--- src/design/cdq_pkg.sv ---
// Package: command and status codes, sequencer states and store control for the deque.
`default_nettype none
package cdq_pkg;

  localparam int DEPTH_DEF = 16;
  localparam int FUNC_W    = 3;
  localparam int DATA_W    = 32;
  localparam int STAT_W    = 2;

  localparam logic [FUNC_W-1:0] FN_DISPLAY    = 3'd0;
  localparam logic [FUNC_W-1:0] FN_PUSH_FRONT = 3'd1;
  localparam logic [FUNC_W-1:0] FN_PUSH_BACK  = 3'd2;
  localparam logic [FUNC_W-1:0] FN_POP_FRONT  = 3'd3;
  localparam logic [FUNC_W-1:0] FN_POP_BACK   = 3'd4;

  localparam logic [STAT_W-1:0] ST_OK    = 2'd0;
  localparam logic [STAT_W-1:0] ST_EMPTY = 2'd1;
  localparam logic [STAT_W-1:0] ST_FULL  = 2'd2;

  typedef enum logic [2:0] {
    S_IDLE,
    S_EXEC,
    S_POP,
    S_DREAD,
    S_DEMIT
  } cdq_state_t;

  typedef struct packed {
    logic we;
    logic re;
  } cdq_mem_ctl_t;

endpackage
`default_nettype wire

--- src/design/cdq_addr.sv ---
// Shared ring-position unit: (head + offset) wrapped into the store depth.
`default_nettype none
module cdq_addr #(
  parameter int DEPTH = cdq_pkg::DEPTH_DEF,
  parameter int AW    = 4,
  parameter int CW    = 5
) (
  input  wire logic [AW-1:0] head,
  input  wire logic [CW-1:0] offset,
  output logic      [AW-1:0] pos
);

  localparam int SW = CW + 1;

  logic [SW-1:0] sum;

  // head < DEPTH and offset <= DEPTH, so one compare-subtract wraps it
  always_comb begin
    sum = SW'(head) + SW'(offset);
    if (sum >= SW'(DEPTH)) begin
      pos = AW'(sum - SW'(DEPTH));
    end else begin
      pos = AW'(sum);
    end
  end

endmodule
`default_nettype wire

--- src/design/cdq_mem.sv ---
// Ring store: one write or one registered read per cycle.
`default_nettype none
module cdq_mem #(
  parameter int DEPTH = cdq_pkg::DEPTH_DEF,
  parameter int AW    = 4
) (
  input  wire logic                        clk,
  input  wire cdq_pkg::cdq_mem_ctl_t       ctl,
  input  wire logic [AW-1:0]               addr,
  input  wire logic [cdq_pkg::DATA_W-1:0]  wdata,
  output logic      [cdq_pkg::DATA_W-1:0]  rdata
);

  logic [cdq_pkg::DATA_W-1:0] mem [DEPTH];

  always_ff @(posedge clk) begin
    if (ctl.we) begin
      mem[addr] <= wdata;
    end
  end

  always_ff @(posedge clk) begin
    if (ctl.re) begin
      rdata <= mem[addr];
    end
  end

endmodule
`default_nettype wire

--- src/design/cdq_seq.sv ---
// Command sequencer: decodes a request, drives the store and the ring unit, emits results.
`default_nettype none
module cdq_seq #(
  parameter int DEPTH = cdq_pkg::DEPTH_DEF,
  parameter int AW    = 4,
  parameter int CW    = 5
) (
  input  wire logic                        clk,
  input  wire logic                        rst,
  input  wire logic                        s_tvalid,
  output logic                             s_tready,
  input  wire logic [cdq_pkg::DATA_W-1:0]  s_tdata,
  input  wire logic [cdq_pkg::FUNC_W-1:0]  s_tuser,
  output logic                             m_tvalid,
  input  wire logic                        m_tready,
  output logic      [cdq_pkg::DATA_W-1:0]  m_tdata,
  output logic      [cdq_pkg::STAT_W-1:0]  m_tuser,
  output logic                             m_tlast,
  output cdq_pkg::cdq_mem_ctl_t            mem_ctl,
  output logic      [AW-1:0]               mem_addr,
  output logic      [cdq_pkg::DATA_W-1:0]  mem_wdata,
  input  wire logic [cdq_pkg::DATA_W-1:0]  mem_rdata,
  output logic      [AW-1:0]               ring_head,
  output logic      [CW-1:0]               ring_offset,
  input  wire logic [AW-1:0]               ring_pos
);

  cdq_pkg::cdq_state_t state, state_next;

  logic [cdq_pkg::FUNC_W-1:0] func, func_next;
  logic [cdq_pkg::DATA_W-1:0] value, value_next;
  logic [AW-1:0]              head, head_next;
  logic [CW-1:0]              count, count_next;
  logic [CW-1:0]              idx, idx_next;

  logic                       m_tvalid_next;
  logic [cdq_pkg::DATA_W-1:0] m_tdata_next;
  logic [cdq_pkg::STAT_W-1:0] m_tuser_next;
  logic                       m_tlast_next;

  logic out_free;
  logic is_disp, is_push, is_pop, is_front;
  logic empty, full, disp_last;

  assign out_free  = !m_tvalid || m_tready;
  assign is_disp   = (func == cdq_pkg::FN_DISPLAY);
  assign is_push   = (func == cdq_pkg::FN_PUSH_FRONT) || (func == cdq_pkg::FN_PUSH_BACK);
  assign is_pop    = (func == cdq_pkg::FN_POP_FRONT) || (func == cdq_pkg::FN_POP_BACK);
  assign is_front  = (func == cdq_pkg::FN_PUSH_FRONT) || (func == cdq_pkg::FN_POP_FRONT);
  assign empty     = (count == '0);
  assign full      = (count == CW'(DEPTH));
  assign disp_last = ((idx + CW'(1)) == count);

  assign ring_head = head;
  assign mem_wdata = value;
  assign mem_addr  = ring_pos;

  // next state
  always_comb begin
    state_next = state;
    unique case (state)
      cdq_pkg::S_IDLE: begin
        if (s_tvalid) state_next = cdq_pkg::S_EXEC;
      end
      cdq_pkg::S_EXEC: begin
        priority if (!is_disp && !is_push && !is_pop) begin
          state_next = cdq_pkg::S_IDLE;
        end else if (is_disp && !empty) begin
          state_next = cdq_pkg::S_DREAD;
        end else if (is_pop && !empty) begin
          state_next = cdq_pkg::S_POP;
        end else if (out_free) begin
          state_next = cdq_pkg::S_IDLE;
        end
      end
      cdq_pkg::S_POP: begin
        if (out_free) state_next = cdq_pkg::S_IDLE;
      end
      cdq_pkg::S_DREAD: begin
        state_next = cdq_pkg::S_DEMIT;
      end
      cdq_pkg::S_DEMIT: begin
        if (out_free) state_next = disp_last ? cdq_pkg::S_IDLE : cdq_pkg::S_DREAD;
      end
      default: state_next = cdq_pkg::S_IDLE;
    endcase
  end

  // datapath control and result generation
  always_comb begin
    s_tready      = 1'b0;
    func_next     = func;
    value_next    = value;
    head_next     = head;
    count_next    = count;
    idx_next      = idx;
    mem_ctl       = '{we: 1'b0, re: 1'b0};
    ring_offset   = idx;
    m_tvalid_next = m_tvalid && !m_tready;
    m_tdata_next  = m_tdata;
    m_tuser_next  = m_tuser;
    m_tlast_next  = m_tlast;
    unique case (state)
      cdq_pkg::S_IDLE: begin
        s_tready = 1'b1;
        if (s_tvalid) begin
          func_next  = s_tuser;
          value_next = s_tdata;
        end
      end
      cdq_pkg::S_EXEC: begin
        priority if (func == cdq_pkg::FN_PUSH_FRONT) begin
          ring_offset = CW'(DEPTH - 1);
        end else if (func == cdq_pkg::FN_PUSH_BACK) begin
          ring_offset = count;
        end else if (func == cdq_pkg::FN_POP_BACK) begin
          ring_offset = count - CW'(1);
        end else begin
          ring_offset = '0;
        end
        priority if (!is_disp && !is_push && !is_pop) begin
          // unused selector: dropped silently
        end else if (is_disp && !empty) begin
          idx_next = '0;
        end else if (is_pop && !empty) begin
          mem_ctl.re = 1'b1;
        end else if (out_free) begin
          m_tvalid_next = 1'b1;
          m_tdata_next  = '0;
          m_tlast_next  = 1'b1;
          priority if (!is_push) begin
            m_tuser_next = cdq_pkg::ST_EMPTY;
          end else if (full) begin
            m_tuser_next = cdq_pkg::ST_FULL;
          end else begin
            m_tuser_next = cdq_pkg::ST_OK;
            mem_ctl.we   = 1'b1;
            count_next   = count + CW'(1);
            if (is_front) head_next = ring_pos;
          end
        end
      end
      cdq_pkg::S_POP: begin
        ring_offset = CW'(1);
        if (out_free) begin
          m_tvalid_next = 1'b1;
          m_tdata_next  = mem_rdata;
          m_tuser_next  = cdq_pkg::ST_OK;
          m_tlast_next  = 1'b1;
          count_next    = count - CW'(1);
          if (is_front) head_next = ring_pos;
        end
      end
      cdq_pkg::S_DREAD: begin
        mem_ctl.re = 1'b1;
      end
      cdq_pkg::S_DEMIT: begin
        if (out_free) begin
          m_tvalid_next = 1'b1;
          m_tdata_next  = mem_rdata;
          m_tuser_next  = cdq_pkg::ST_OK;
          m_tlast_next  = disp_last;
          idx_next      = idx + CW'(1);
        end
      end
      default: begin
      end
    endcase
  end

  always_ff @(posedge clk) begin
    if (rst) begin
      state    <= cdq_pkg::S_IDLE;
      head     <= '0;
      count    <= '0;
      m_tvalid <= 1'b0;
    end else begin
      state    <= state_next;
      head     <= head_next;
      count    <= count_next;
      m_tvalid <= m_tvalid_next;
    end
  end

  always_ff @(posedge clk) begin
    func    <= func_next;
    value   <= value_next;
    idx     <= idx_next;
    m_tdata <= m_tdata_next;
    m_tuser <= m_tuser_next;
    m_tlast <= m_tlast_next;
  end

endmodule
`default_nettype wire

--- src/design/circular_deque_top.sv ---
// Top level of the bounded double-ended queue of signed 32-bit values.
//
// Deque of up to DEPTH signed 32-bit values in a ring store. A request (func in
// s_tuser, value in s_tdata) is taken only while the sequencer is idle. Push
// requests and empty/full responses go through accept and execute; a pop goes
// through accept, store read and result; a display goes through accept, execute
// and, for every element, one registered read of the single-port store and one
// hand-over of the result, all addressed through one shared ring-position
// adder. A result waiting on m_tready stalls the sequencer, but the next request
// is still taken while it waits. Codes in func other than 0..4 are dropped with
// no result. No clearing pass runs after reset; only occupied entries are read.
`default_nettype none
module circular_deque_top #(
  parameter int DEPTH = cdq_pkg::DEPTH_DEF
) (
  input  wire logic                        clk,
  input  wire logic                        rst,
  input  wire logic                        s_tvalid,
  output logic                             s_tready,
  input  wire logic [cdq_pkg::DATA_W-1:0]  s_tdata,   // [31:0] value_in
  input  wire logic [cdq_pkg::FUNC_W-1:0]  s_tuser,   // [2:0] func
  output logic                             m_tvalid,
  input  wire logic                        m_tready,
  output logic      [cdq_pkg::DATA_W-1:0]  m_tdata,   // [31:0] value_out
  output logic      [cdq_pkg::STAT_W-1:0]  m_tuser,   // [1:0] status
  output logic                             m_tlast
);

  localparam int AW = (DEPTH > 1) ? $clog2(DEPTH) : 1;
  localparam int CW = $clog2(DEPTH + 1);

  cdq_pkg::cdq_mem_ctl_t      mem_ctl;
  logic [AW-1:0]              mem_addr;
  logic [cdq_pkg::DATA_W-1:0] mem_wdata;
  logic [cdq_pkg::DATA_W-1:0] mem_rdata;
  logic [AW-1:0]              ring_head;
  logic [CW-1:0]              ring_offset;
  logic [AW-1:0]              ring_pos;

  cdq_addr #(
    .DEPTH (DEPTH),
    .AW    (AW),
    .CW    (CW)
  ) u_addr (
    .head   (ring_head),
    .offset (ring_offset),
    .pos    (ring_pos)
  );

  cdq_mem #(
    .DEPTH (DEPTH),
    .AW    (AW)
  ) u_mem (
    .clk   (clk),
    .ctl   (mem_ctl),
    .addr  (mem_addr),
    .wdata (mem_wdata),
    .rdata (mem_rdata)
  );

  cdq_seq #(
    .DEPTH (DEPTH),
    .AW    (AW),
    .CW    (CW)
  ) u_seq (
    .clk         (clk),
    .rst         (rst),
    .s_tvalid    (s_tvalid),
    .s_tready    (s_tready),
    .s_tdata     (s_tdata),
    .s_tuser     (s_tuser),
    .m_tvalid    (m_tvalid),
    .m_tready    (m_tready),
    .m_tdata     (m_tdata),
    .m_tuser     (m_tuser),
    .m_tlast     (m_tlast),
    .mem_ctl     (mem_ctl),
    .mem_addr    (mem_addr),
    .mem_wdata   (mem_wdata),
    .mem_rdata   (mem_rdata),
    .ring_head   (ring_head),
    .ring_offset (ring_offset),
    .ring_pos    (ring_pos)
  );

endmodule
`default_nettype wire

--- config.mk ---
export PLATFORM = sky130hd
export DESIGN_NAME = circular_deque_top
export DESIGN_NICKNAME = d
export VERILOG_FILES = /design/src/design/cdq_pkg.sv /design/src/design/cdq_addr.sv /design/src/design/cdq_mem.sv /design/src/design/cdq_seq.sv /design/src/design/circular_deque_top.sv
export SDC_FILE = /design/constraint.sdc
export NUM_CORES = 1
export LEC_CHECK = 0
export ABC_AREA = 1
export BUFFER_PORTS_ARGS = -buffer_cell sky130_fd_sc_hd__buf_2
export CORE_ASPECT_RATIO = 0.6
export CORE_MARGIN = 2
export CORE_UTILIZATION = 40
export CTS_BUF_LIST = sky130_fd_sc_hd__clkbuf_4 sky130_fd_sc_hd__clkbuf_8
export DETAILED_ROUTE_END_ITERATION = 12
export PLACE_DENSITY = 0.66
export SYNTH_ARGS = -nofsm -noshare
export SYNTH_HDL_FRONTEND = slang
export SYNTH_SLANG_ARGS = --single-unit
--- constraint.sdc ---
create_clock -name clk -period 6.3 [get_ports clk]
set_input_delay 0.315 -clock clk [delete_from_list [all_inputs] [get_ports clk]]
set_output_delay 0.315 -clock clk [all_outputs]
set_load 0.03 [all_outputs]
-- After elaboration in Yosys (flattened, before gate mapping)
Memories as Yosys holds them, arrays and structs flattened. A register that Yosys moved wholly into a read port is not among the register bits.
Index checks and enable logic that the tools add are counted.
- flip-flop bits (word level): 88
- RAM bits: 512
- logic and storage cells: 138
- memories kept: 1
- memories (name ; depth ; width ; read ports ; clocked after memory_dff ; write ports ; RTL line ; text):
    u_mem.mem ; 16 ; 32 ; 1 ; 1 ; 1 ; cdq_mem.sv:14 ; logic [cdq_pkg::DATA_W-1:0] mem [DEPTH];
- add/subtract/negate cells: 5
- $lt $le $gt $ge: 1
- equality and inequality tests: 21
- multiplexer cells: 71
- reduce and logical (&&, ||, !) cells: 29
- operators with widths (cell ; number):
    $mux 32 ; 5
    $mux 5 ; 13
    $pmux 32 s2 ; 1
    $mux 4 ; 9
    $pmux 5 s2 ; 3
    $mux 2 ; 10
    $mux 1 ; 18
    $mux 3 ; 6
    $pmux 3 s5 ; 1
    $eq 3x2->1 const B ; 4
    $ne 2x1->1 const B ; 6
    $add 5x1->5 const B ; 2
    $ne 2x2->1 const B ; 5
    $pmux 4 s2 ; 1
    $reduce_and 8->1 ; 1
    $add 4x5->6 ; 1
    $eq 3x1->1 const B ; 2
    $eq 3x3->1 const B ; 2
    $ge 6x5->1 const B ; 1
    $logic_not 1->1 ; 6
    $logic_not 3->1 ; 2
    $reduce_and 6->1 ; 1
    $reduce_bool 2->1 ; 3
    $eq 5x5->1 ; 1
    14 further kinds ; 23

-- Longest topological paths before layout
Gate-level depths: netlist of the first run.
- depth in word-level cells: 16
- gate-level depth with buffers: 21
- depth with buffers taken out: 19

-- Modules after synthesis
From an unflattened synthesis of the first run, not the netlist that was laid out.
- cells, all modules: 2500
- area, all modules: 26519.2 µm²
- modules (own cells, without submodules) (module ; times used ; cells each ; area each (µm²) ; sequential area each (µm²)):
    cdq_mem ; 1 ; 2113 ; 22534.1 ; 16335.7
    cdq_seq ; 1 ; 368 ; 3862.5 ; 2512.4
    cdq_addr ; 1 ; 19 ; 122.6 ; 0.0

-- Worst setup path before layout of the first run
Ideal clock, no wire load.
- path type: register to register
- from: reg u_seq.func[2] (netlist bit)
- to: mem u_mem.mem[4][0] (netlist bit) (enable)
- setup time: 0.461 ns
- arrival: 4.831 ns
- required time: 5.839 ns
- slack: 1.008 ns
- stages on the path, launching flop included: 17
- cells stage by stage: edfxtp_1 inv_1 nand2_1 nor2_1 inv_1 o21ai_0 a211oi_1 a21oi_1 ha_1 inv_1 fa_1 inv_1 nor2_1 buf_2 clkbuf_1 nand2_1 nor3_1
- word-level cells in the longest chain between the ends: 10
- elaborated cells on any way between the ends: 30
- those cells by class: add/sub (2); order compare (1); eq/ne (4); mux (13); reduce/logical (10)
- ends and longest elaborated chain (what ; RTL line ; text):
    start: declaration ; cdq_seq.sv:30 ; logic [cdq_pkg::FUNC_W-1:0] func, func_next;
    start signal: assignment ; cdq_seq.sv:186 ; func <= func_next;
    parallel branches: the longest is 10 deep, another holds $add 4x5->6 ; -- ;
    end: declaration ; cdq_mem.sv:14 ;
Parallel ways; which one is timed is not known.

-- Worst setup path after layout of the first run
- from: reg u_seq.count[0]
- to: mem u_mem.mem[15][14] (netlist bit) (enable)
- word-level cells in the longest chain between the ends: 10
- elaborated cells on any way between the ends: 23
- those cells by class: add/sub (3); order compare (1); eq/ne (1); mux (14); reduce/logical (4)
- ends and longest elaborated chain (what ; RTL line ; text):
    start: declaration ; cdq_seq.sv:33 ; logic [CW-1:0] count, count_next;
    start signal: assignment ; cdq_seq.sv:180 ; count <= count_next;
    parallel branches: the longest is 10 deep, another holds $add 4x5->6 ; -- ;
Parallel ways; which one is timed is not known.

==> impl_metrics.ini, run 1 <==
[run_status]
status = complete, no violations

[floorplanning]
die_area_um2 = 63400
die_height_um = 195.8
core_um2 = 60780
die_w_um = 323.7
start_util = 0.4036
ios = 76
rows = 70

[power_and_ir_drop]
finalPower_mw = 9.094
comb_power_share = 0.132
p_sw_frac = 0.2717
p_per_area_nw_per_um2 = 325.6
p_seq_frac = 0.528
switchingPower_mw = 2.471
ir_drop_uv = 175.7
leakage_nw = 10.05
clkPwrFrac = 0.339
power.internal_mw = 6.623

[global_route]
antenna_found_initial = 0
grt.overflow.total = 0
grt_pass1_wl_mm = 87.82
grt_usage = 0.1832
grt_pass1_vias = 14718
grt_max_degree = 129

[worst_setup_path]
crit_type = register to register
cp_data_required_time_ns = 6.67
cp-end-kind = register
crit_top_cell = nand2_1
start_kind = register
cp_cell_sequence = inv_1 -> ha_1 -> xnor2_1 -> o22ai_1 -> o21ai_0 -> o21ai_0 -> ha_1 -> a21oi_1 -> nand2_1 -> nand2_1 -> nand2_1 -> inv_1 -> nand3_2 -> buf_4 -> nand2_2 -> nand2_1 -> nor2_4 -> buf_4
slowest_delay_ns = 0.85
crit_buf_inv = 4
cp_max_fo = 34
cpMaxStageDelayCell = nor2_4
crit_family = simple AND/OR/NAND/NOR gates
worstPathArrival_ns = 5.17

[flow_run]
drv_cap = 0

[clocking]
cts.repair.resized = 0
clk_path_buf_depth = 3
cts_setup_buffers = 0
clock_latency_ns = 0.68
h-tree-depth = 3
root_buffer = clkbuf_8
cts_sinks = 632
cts_tree = done
clk_pin_slew_worst_paths_ns = 0.07
cts_buffers = 86

[synth]
synth_ff_type = edfxtp_1
synthesis.area_um2 = 24530
synth.distinct_cells = 32
synth_area_leader_cell = edfxtp_1
yosysSeqAreaShare = 0.7682
synth_edf_count = 619
yosysMostFrequentCell = nand2_1
synth_top_area_frac = 0.7576
synth.avg_cell_area_um2 = 12.67
synthCells = 1936
synth_area_leaders = edfxtp_1 (76%), nand2_1 (10%), a21oi_1 (2.8%)
synthTopCellsByCount = nand2_1 (652), edfxtp_1 (619), nor2_1 (150)
syn_nets = 1984
async_reset_ff_frac = 0
ys_ff_latch = 632
yosys_warnings = 0

[placed_design]
hpwl_mm = 32.70
finalWeightedCongestion = 0.8787
port_buffers = 75

[detailed_routing]
first_pass_iters = 5
vias = 15274
drtIter0Drc = 1750
totalWireLength_mm = 58.05
drcViolationCount = 0
antenna_left = 0
wire_per_inst_um = 19.57
viasPerCell = 5.148

[timing]
rsz0062_at_grt = no
worst_pin_slew_ns = 1.209
skew_ns = 0.02897
fin_crit_sh = 0.7624
finalHoldViolations = 0
max_freq_mhz = 208.2
hold_ws_ns = 0.05002
fin_crit_ns = 4.803
setup_viol = 0
slew_headroom = 0.1924
drv_slew = 0
setup_tns_ns = 0

[final_layout]
syn2layout_area_growth_pct = 13.83
drive_above_1_share = 0.1281
nets = 2124
fill_cells = 5477
antennaDiodeCount = 0

[min_path]
min_path_type = input port to register
-- layout by cell type (no fill, tap or decap), types with 10 or more instances in the layout --
master	instances
nand3_1	119
a41oi_1	32
nor2_4	15
clkinv_1	19
a21oi_1	137
clkbuf_4	23
nand2_1	651
dfxtp_1	13
inv_1	67
o21ai_0	10
buf_4	25
clkbuf_8	90
nor2_1	135
dlygate4sd3_1	36
clkinv_2	11
buf_2	75
edfxtp_1	619
-- worst min-delay path: cells and delay by family --
kind | cells | cell delay [ns]
and+or+nand+nor | 2 | 0.13
buffers and inverters | 2 | 0.15
AOI/OAI and AO/OA | 1 | 0.08
-- power by group through the flow --
stage / Combinational (mW) / Clock [mW] / Sequential [mW]
final: 1.20 / 3.09 / 4.81
after global routing: 1.34 / 3.31 / 4.81
after CTS: 1.20 / 3.14 / 4.81
after detailed placement: 1.18 / 0 / 4.90
after global placement: 1.16 / 0 / 4.89
after floorplan: 0.784 / 0 / 4.89
-- per-stage QoR --
stage | instance area [µm²] | std cells | setup slack (ns) | utilization
2_1_floorplan | 24530 | 1936 | 1.008 | -
3_3_place_gp | 25910 | 2780 | 1.618 | 0.4263
3_5_place_dp | 25910 | 2780 | 1.590 | 0.4263
4_1_cts | 27930 | 2967 | 1.578 | 0.4595
5_1_grt | 27930 | 2967 | 1.296 | 0.4595
6_report | 27930 | 2967 | 1.497 | 0.4595
-- sequential cells by signal (all words and copies together), names as in the netlist --
register         flops
u_seq.idx            5
u_seq.ring_head      4
u_seq.func           3
u_seq.m_tdata       32
u_mem.rdata         32
u_seq.count          5
u_seq.m_tlast        1
u_seq.m_tvalid       1
u_seq.m_tuser        2
u_mem.mem          512
u_seq.state          3
u_seq.mem_wdata     32
-- per-layer routing --
metal | up-vias | GRT usage | share of wire
met2 | 682 | 0.2682 | 0.43
met5 | - | 0 | 0
met3 | 85 | 0.03706 | 0.085
li1 | 7034 | - | -
met4 | 0 | 0.05556 | 0.021
met1 | 7473 | 0.2751 | 0.46
-- cells by family after synthesis --
logic type      count (synthesis)  share of synthesized area
flops                         632                     0.7682
compound gates                184                    0.04279
xor+xnor                        8                   0.003162
mux                             1                  0.0004080
simple gates                  942                     0.1528
fa+ha+maj                       9                   0.004896
buf+inv                       160                    0.02769
-- timing repair --
item                                    CTS  global route
hold buffers                             36             0
hold endpoints to repair                 41             0
endpoints found under the setup margin    0             0
-- cell type report --
class | instances | area [µm²] | area share
flip-flops and latches | 632 | 18850 | 0.6749
multi-input cells | 1144 | 5159 | 0.1847
clock buffers | 113 | 1411 | 0.05054
well taps | 828 | 1036 | 0.03710
repair buffers | 137 | 943.4 | 0.03378
inverters | 75 | 286.5 | 0.01026
clock inverters | 38 | 244.0 | 0.008736
-- worst paths after layout --
path	slack (ns)	depth (start not counted)	from	endpoint
worst max-delay path	1.50	18	u_seq.count[0]	u_mem.mem[15][14]
worst min-delay path	0.05	5	s_tvalid	u_seq.state[0]
worst max register to register	1.50	18	u_seq.count[0]	u_mem.mem[15][14]
worst min register to register	0.49	2	u_seq.count[4]	u_seq.count[4]
(Power assumes the default switching activity.)
==> run 2, diff against run 1 <==
--- a/config.mk
+++ b/config.mk
@@ -5,14 +5,14 @@
 export SDC_FILE = /design/constraint.sdc
 export NUM_CORES = 1
 export LEC_CHECK = 0
-export ABC_AREA = 1
+export ABC_AREA = 0
 export BUFFER_PORTS_ARGS = -buffer_cell sky130_fd_sc_hd__buf_2
 export CORE_ASPECT_RATIO = 0.6
 export CORE_MARGIN = 2
 export CORE_UTILIZATION = 40
 export CTS_BUF_LIST = sky130_fd_sc_hd__clkbuf_4 sky130_fd_sc_hd__clkbuf_8
 export DETAILED_ROUTE_END_ITERATION = 12
-export PLACE_DENSITY = 0.66
+export PLACE_DENSITY = 0.68
 export SYNTH_ARGS = -nofsm -noshare
 export SYNTH_HDL_FRONTEND = slang
 export SYNTH_SLANG_ARGS = --single-unit
==> constraint.sdc (replaced) <==
create_clock -name clk -period 4.2 [get_ports clk]
set_input_delay 0.21 -clock clk [delete_from_list [all_inputs] [get_ports clk]]
set_output_delay 0.21 -clock clk [all_outputs]
set_load 0.03 [all_outputs]
==> run 2 against run 1 <==
Against the previous run:
- synthesized cell count down 42%
- wire length shrank 11%
- worst setup slack got worse by 1.3 ns
- clock power grew 55%
- sequential power increased by 48%
- clock-buffer cell count increased by 6
- sequential share of layout area is 1.7 points lower
- critical endpoint is now u_mem.mem[10][17]
==> impl_metrics.ini, run 2 <==
[worst_setup_path]
r2r-start = u_seq.count[0]
start_kind = register
crit_top_cell = ha_1
cp_max_fo = 20
cp-end-kind = register
r2r-end = u_mem.mem[10][17]
cpMaxStageDelayCell = dfxtp_1
crit_type = register to register
cp_data_required_time_ns = 4.50
r2r_cells = 14
worstPathArrival_ns = 4.31
cp_cell_sequence = inv_1 -> ha_1 -> nand2b_1 -> mux2i_1 -> a32oi_1 -> o22ai_1 -> a22o_1 -> ha_1 -> a21oi_1 -> nand2_1 -> xor2_2 -> xnor2_4 -> nor4_4 -> buf_4
slowest_delay_ns = 0.48
ff2ff_setup_slack_ns = 0.19

[synth]
ys_ff_latch = 632
synth_top_area_frac = 0.7635
synth_area_leaders = edfxtp_1 (76%), mux4_2 (12%), mux2i_1 (4.1%)
synth_edf_count = 619
async_reset_ff_frac = 0
syn_nets = 1177
synth_ff_type = edfxtp_1
synth_area_leader_cell = edfxtp_1
synthesis.area_um2 = 24340
synth.avg_cell_area_um2 = 21.56
yosysMostFrequentCell = edfxtp_1
yosysSeqAreaShare = 0.7742
synthCells = 1129
synth.distinct_cells = 57
yosys_warnings = 0
synthTopCellsByCount = edfxtp_1 (619), mux4_2 (128), mux2i_1 (99)

[placed_design]
dp_slack_ns = 0.01159
hpwl_mm = 29.37
port_buffers = 75
placed_area_um2 = 26380
finalWeightedCongestion = 0.8338

[final_layout]
post-route-util = 0.4804
layout_common_cells = edfxtp_1 (619), mux4_2 (128), mux2i_1 (98)
regMostFlops = u_mem.mem
syn2layout_area_growth_pct = 17.73
nets = 1388
antennaDiodeCount = 0
final_area_um2 = 28660
drive_above_1_share = 0.3110
largest_register_ffs = 512
final_common_cell = edfxtp_1

[floorplanning]
die_height_um = 195.1
die_w_um = 322.5
core_um2 = 59660
die_area_um2 = 62920
rows = 69
ios = 76
start_util = 0.4081

[timing]
worst_pin_slew_ns = 1.031
max_freq_mhz = 249.2
fin_crit_ns = 4.013
drv_slew = 0
layout_setup_ws_ns = 0.1874
fin_crit_sh = 0.9554
rsz0062_at_grt = yes
finalHoldViolations = 0
slew_headroom = 0.3127
skew_ns = 0.03509
setup_viol = 0

[clocking]
root_buffer = clkbuf_8
clk_path_buf_depth = 3
clk_pin_slew_worst_paths_ns = 0.07
cts_tree = done
h-tree-depth = 3
cts_sinks = 632
cts_buffers = 92
clock_latency_ns = 0.67

[global_route]
grt_pass1_vias = 12126
grt_usage = 0.1662
antenna_found_initial = 0
grt_pass1_wl_mm = 77.27
grt_max_degree = 97
grt.overflow.total = 0

[min_path]
hold-path-endpoint = u_seq.mem_wdata[11]
hold_path_startpoint = s_tdata[11]
min_path_type = input port to register
hold_depth = 2

[detailed_routing]
vias = 11799
totalWireLength_mm = 51.68
antenna_left = 0
first_pass_iters = 5
wire_per_inst_um = 23.16
drcViolationCount = 0
drtIter0Drc = 1142
viasPerCell = 5.289

[run_status]
status = complete, no violations

[power_and_ir_drop]
p_per_area_nw_per_um2 = 454.7
leakage_nw = 9.428
ir_drop_uv = 295.0

[flow_run]
drv_cap = 0
[run 2: cell count changes in the layout (fill, tap and decap cells not counted), sizes merged, moves of 10 or more]
| cell | before | now |
|---|---|---|
| nand2 | 657 | 10 |
| mux4 | 0 | 128 |
| a21oi | 137 | 13 |
| nor2 | 152 | 30 |
| nand3 | 122 | 9 |
| mux2i | 1 | 99 |
| inv | 79 | 10 |
| buf | 101 | 136 |
| and2 | 0 | 33 |
| a41oi | 32 | 0 |
| clkinv | 30 | 42 |
| nor4 | 0 | 10 |
[run 2: how the worst max path moves through the flow]
stage	start	end	slack [ns]
floorplan	u_seq.func[2]	u_mem.mem[14][0]	0.004
global placement	u_seq.count[0]	u_mem.rdata[31]	0.10
detailed placement	u_seq.count[0]	u_mem.mem[7][18]	0.01
CTS	u_seq.count[0]	u_mem.rdata[31]	0.01
global route	u_seq.count[0]	u_mem.mem[15][18]	-0.02
finish	u_seq.count[0]	u_mem.mem[10][17]	0.19
[run 2: cells by family after synthesis]
kind of cell               Yosys count  share of synthesized area
adders and majority gates            9                   0.004934
muxes                              228                     0.1596
AOI/OAI and AO/OA                   41                    0.01162
xor gates and xnor gates            21                   0.007863
buffers and inverters               65                    0.01131
and+or+nand+nor                    133                    0.03048
DFF                                632                     0.7742
[run 2: worst max-delay path, delay by kind of cell (launching register included)]
kind / cells / cell delay, ns
AO/OA/AOI/OAI: 4 / 0.64
XOR/XNOR: 2 / 0.60
adder cells (fa/ha/maj): 2 / 0.58
buffers and inverters: 2 / 0.58
flip-flops: 1 / 0.48
multiplexers: 1 / 0.14
AND/OR/NAND/NOR: 3 / 0.57
[run 2: routing by layer]
metal  routed length [µm]  track usage  vias up
met5                    0            0        -
met4                  603      0.03998        0
met2                23440       0.2476      370
met3                 2967      0.03505       60
li1                     -            -     5097
met1                24660       0.2504     6272
[run 2: stage by stage]
stage / instances / hold slack, ns / TNS (ns) / total power [mW]
final: 2231 / 0.2487 / 0 / 13.03
after floorplan: 1129 / 0.3089 / 0 / 8.003
after detailed placement: 2019 / 0.3881 / 0 / 8.353
after CTS: 2226 / 0.1844 / 0 / 13.17
after global placement: 2019 / 0.3877 / 0 / 8.332
after global routing: 2231 / 0.2059 / -0.04933 / 13.53
[run 2: power breakdown]
part           leakage [nW]  total [mW]  switching (mW)  internal [mW]
clock network         0.933        4.78            2.33           2.44
logic                  2.78        1.12           0.600          0.524
registers              5.72        7.13          0.0991           7.03
total                  9.43        13.0            3.03           10.0
[run 2: what timing repair did]
item / in CTS / in global routing
gates resized for setup: 2 / 8
pin swaps: 0 / 2
setup endpoints to repair: 11 / 91
cloned: 0 / 1
hold endpoints to repair: 48 / 0
buffers inserted: 0 / 4
hold buffers: 38 / 0
[run 2: layout make-up]
cell class                 instances  area [µm²]
sequential                       632       18850
tap                              816        1021
clock buffer                     119        1475
multi-input combinational        432        5540
timing repair buffer             175        1444
inverter                           7       26.28
clock inverter                    50       306.5
fill                            4876       30990
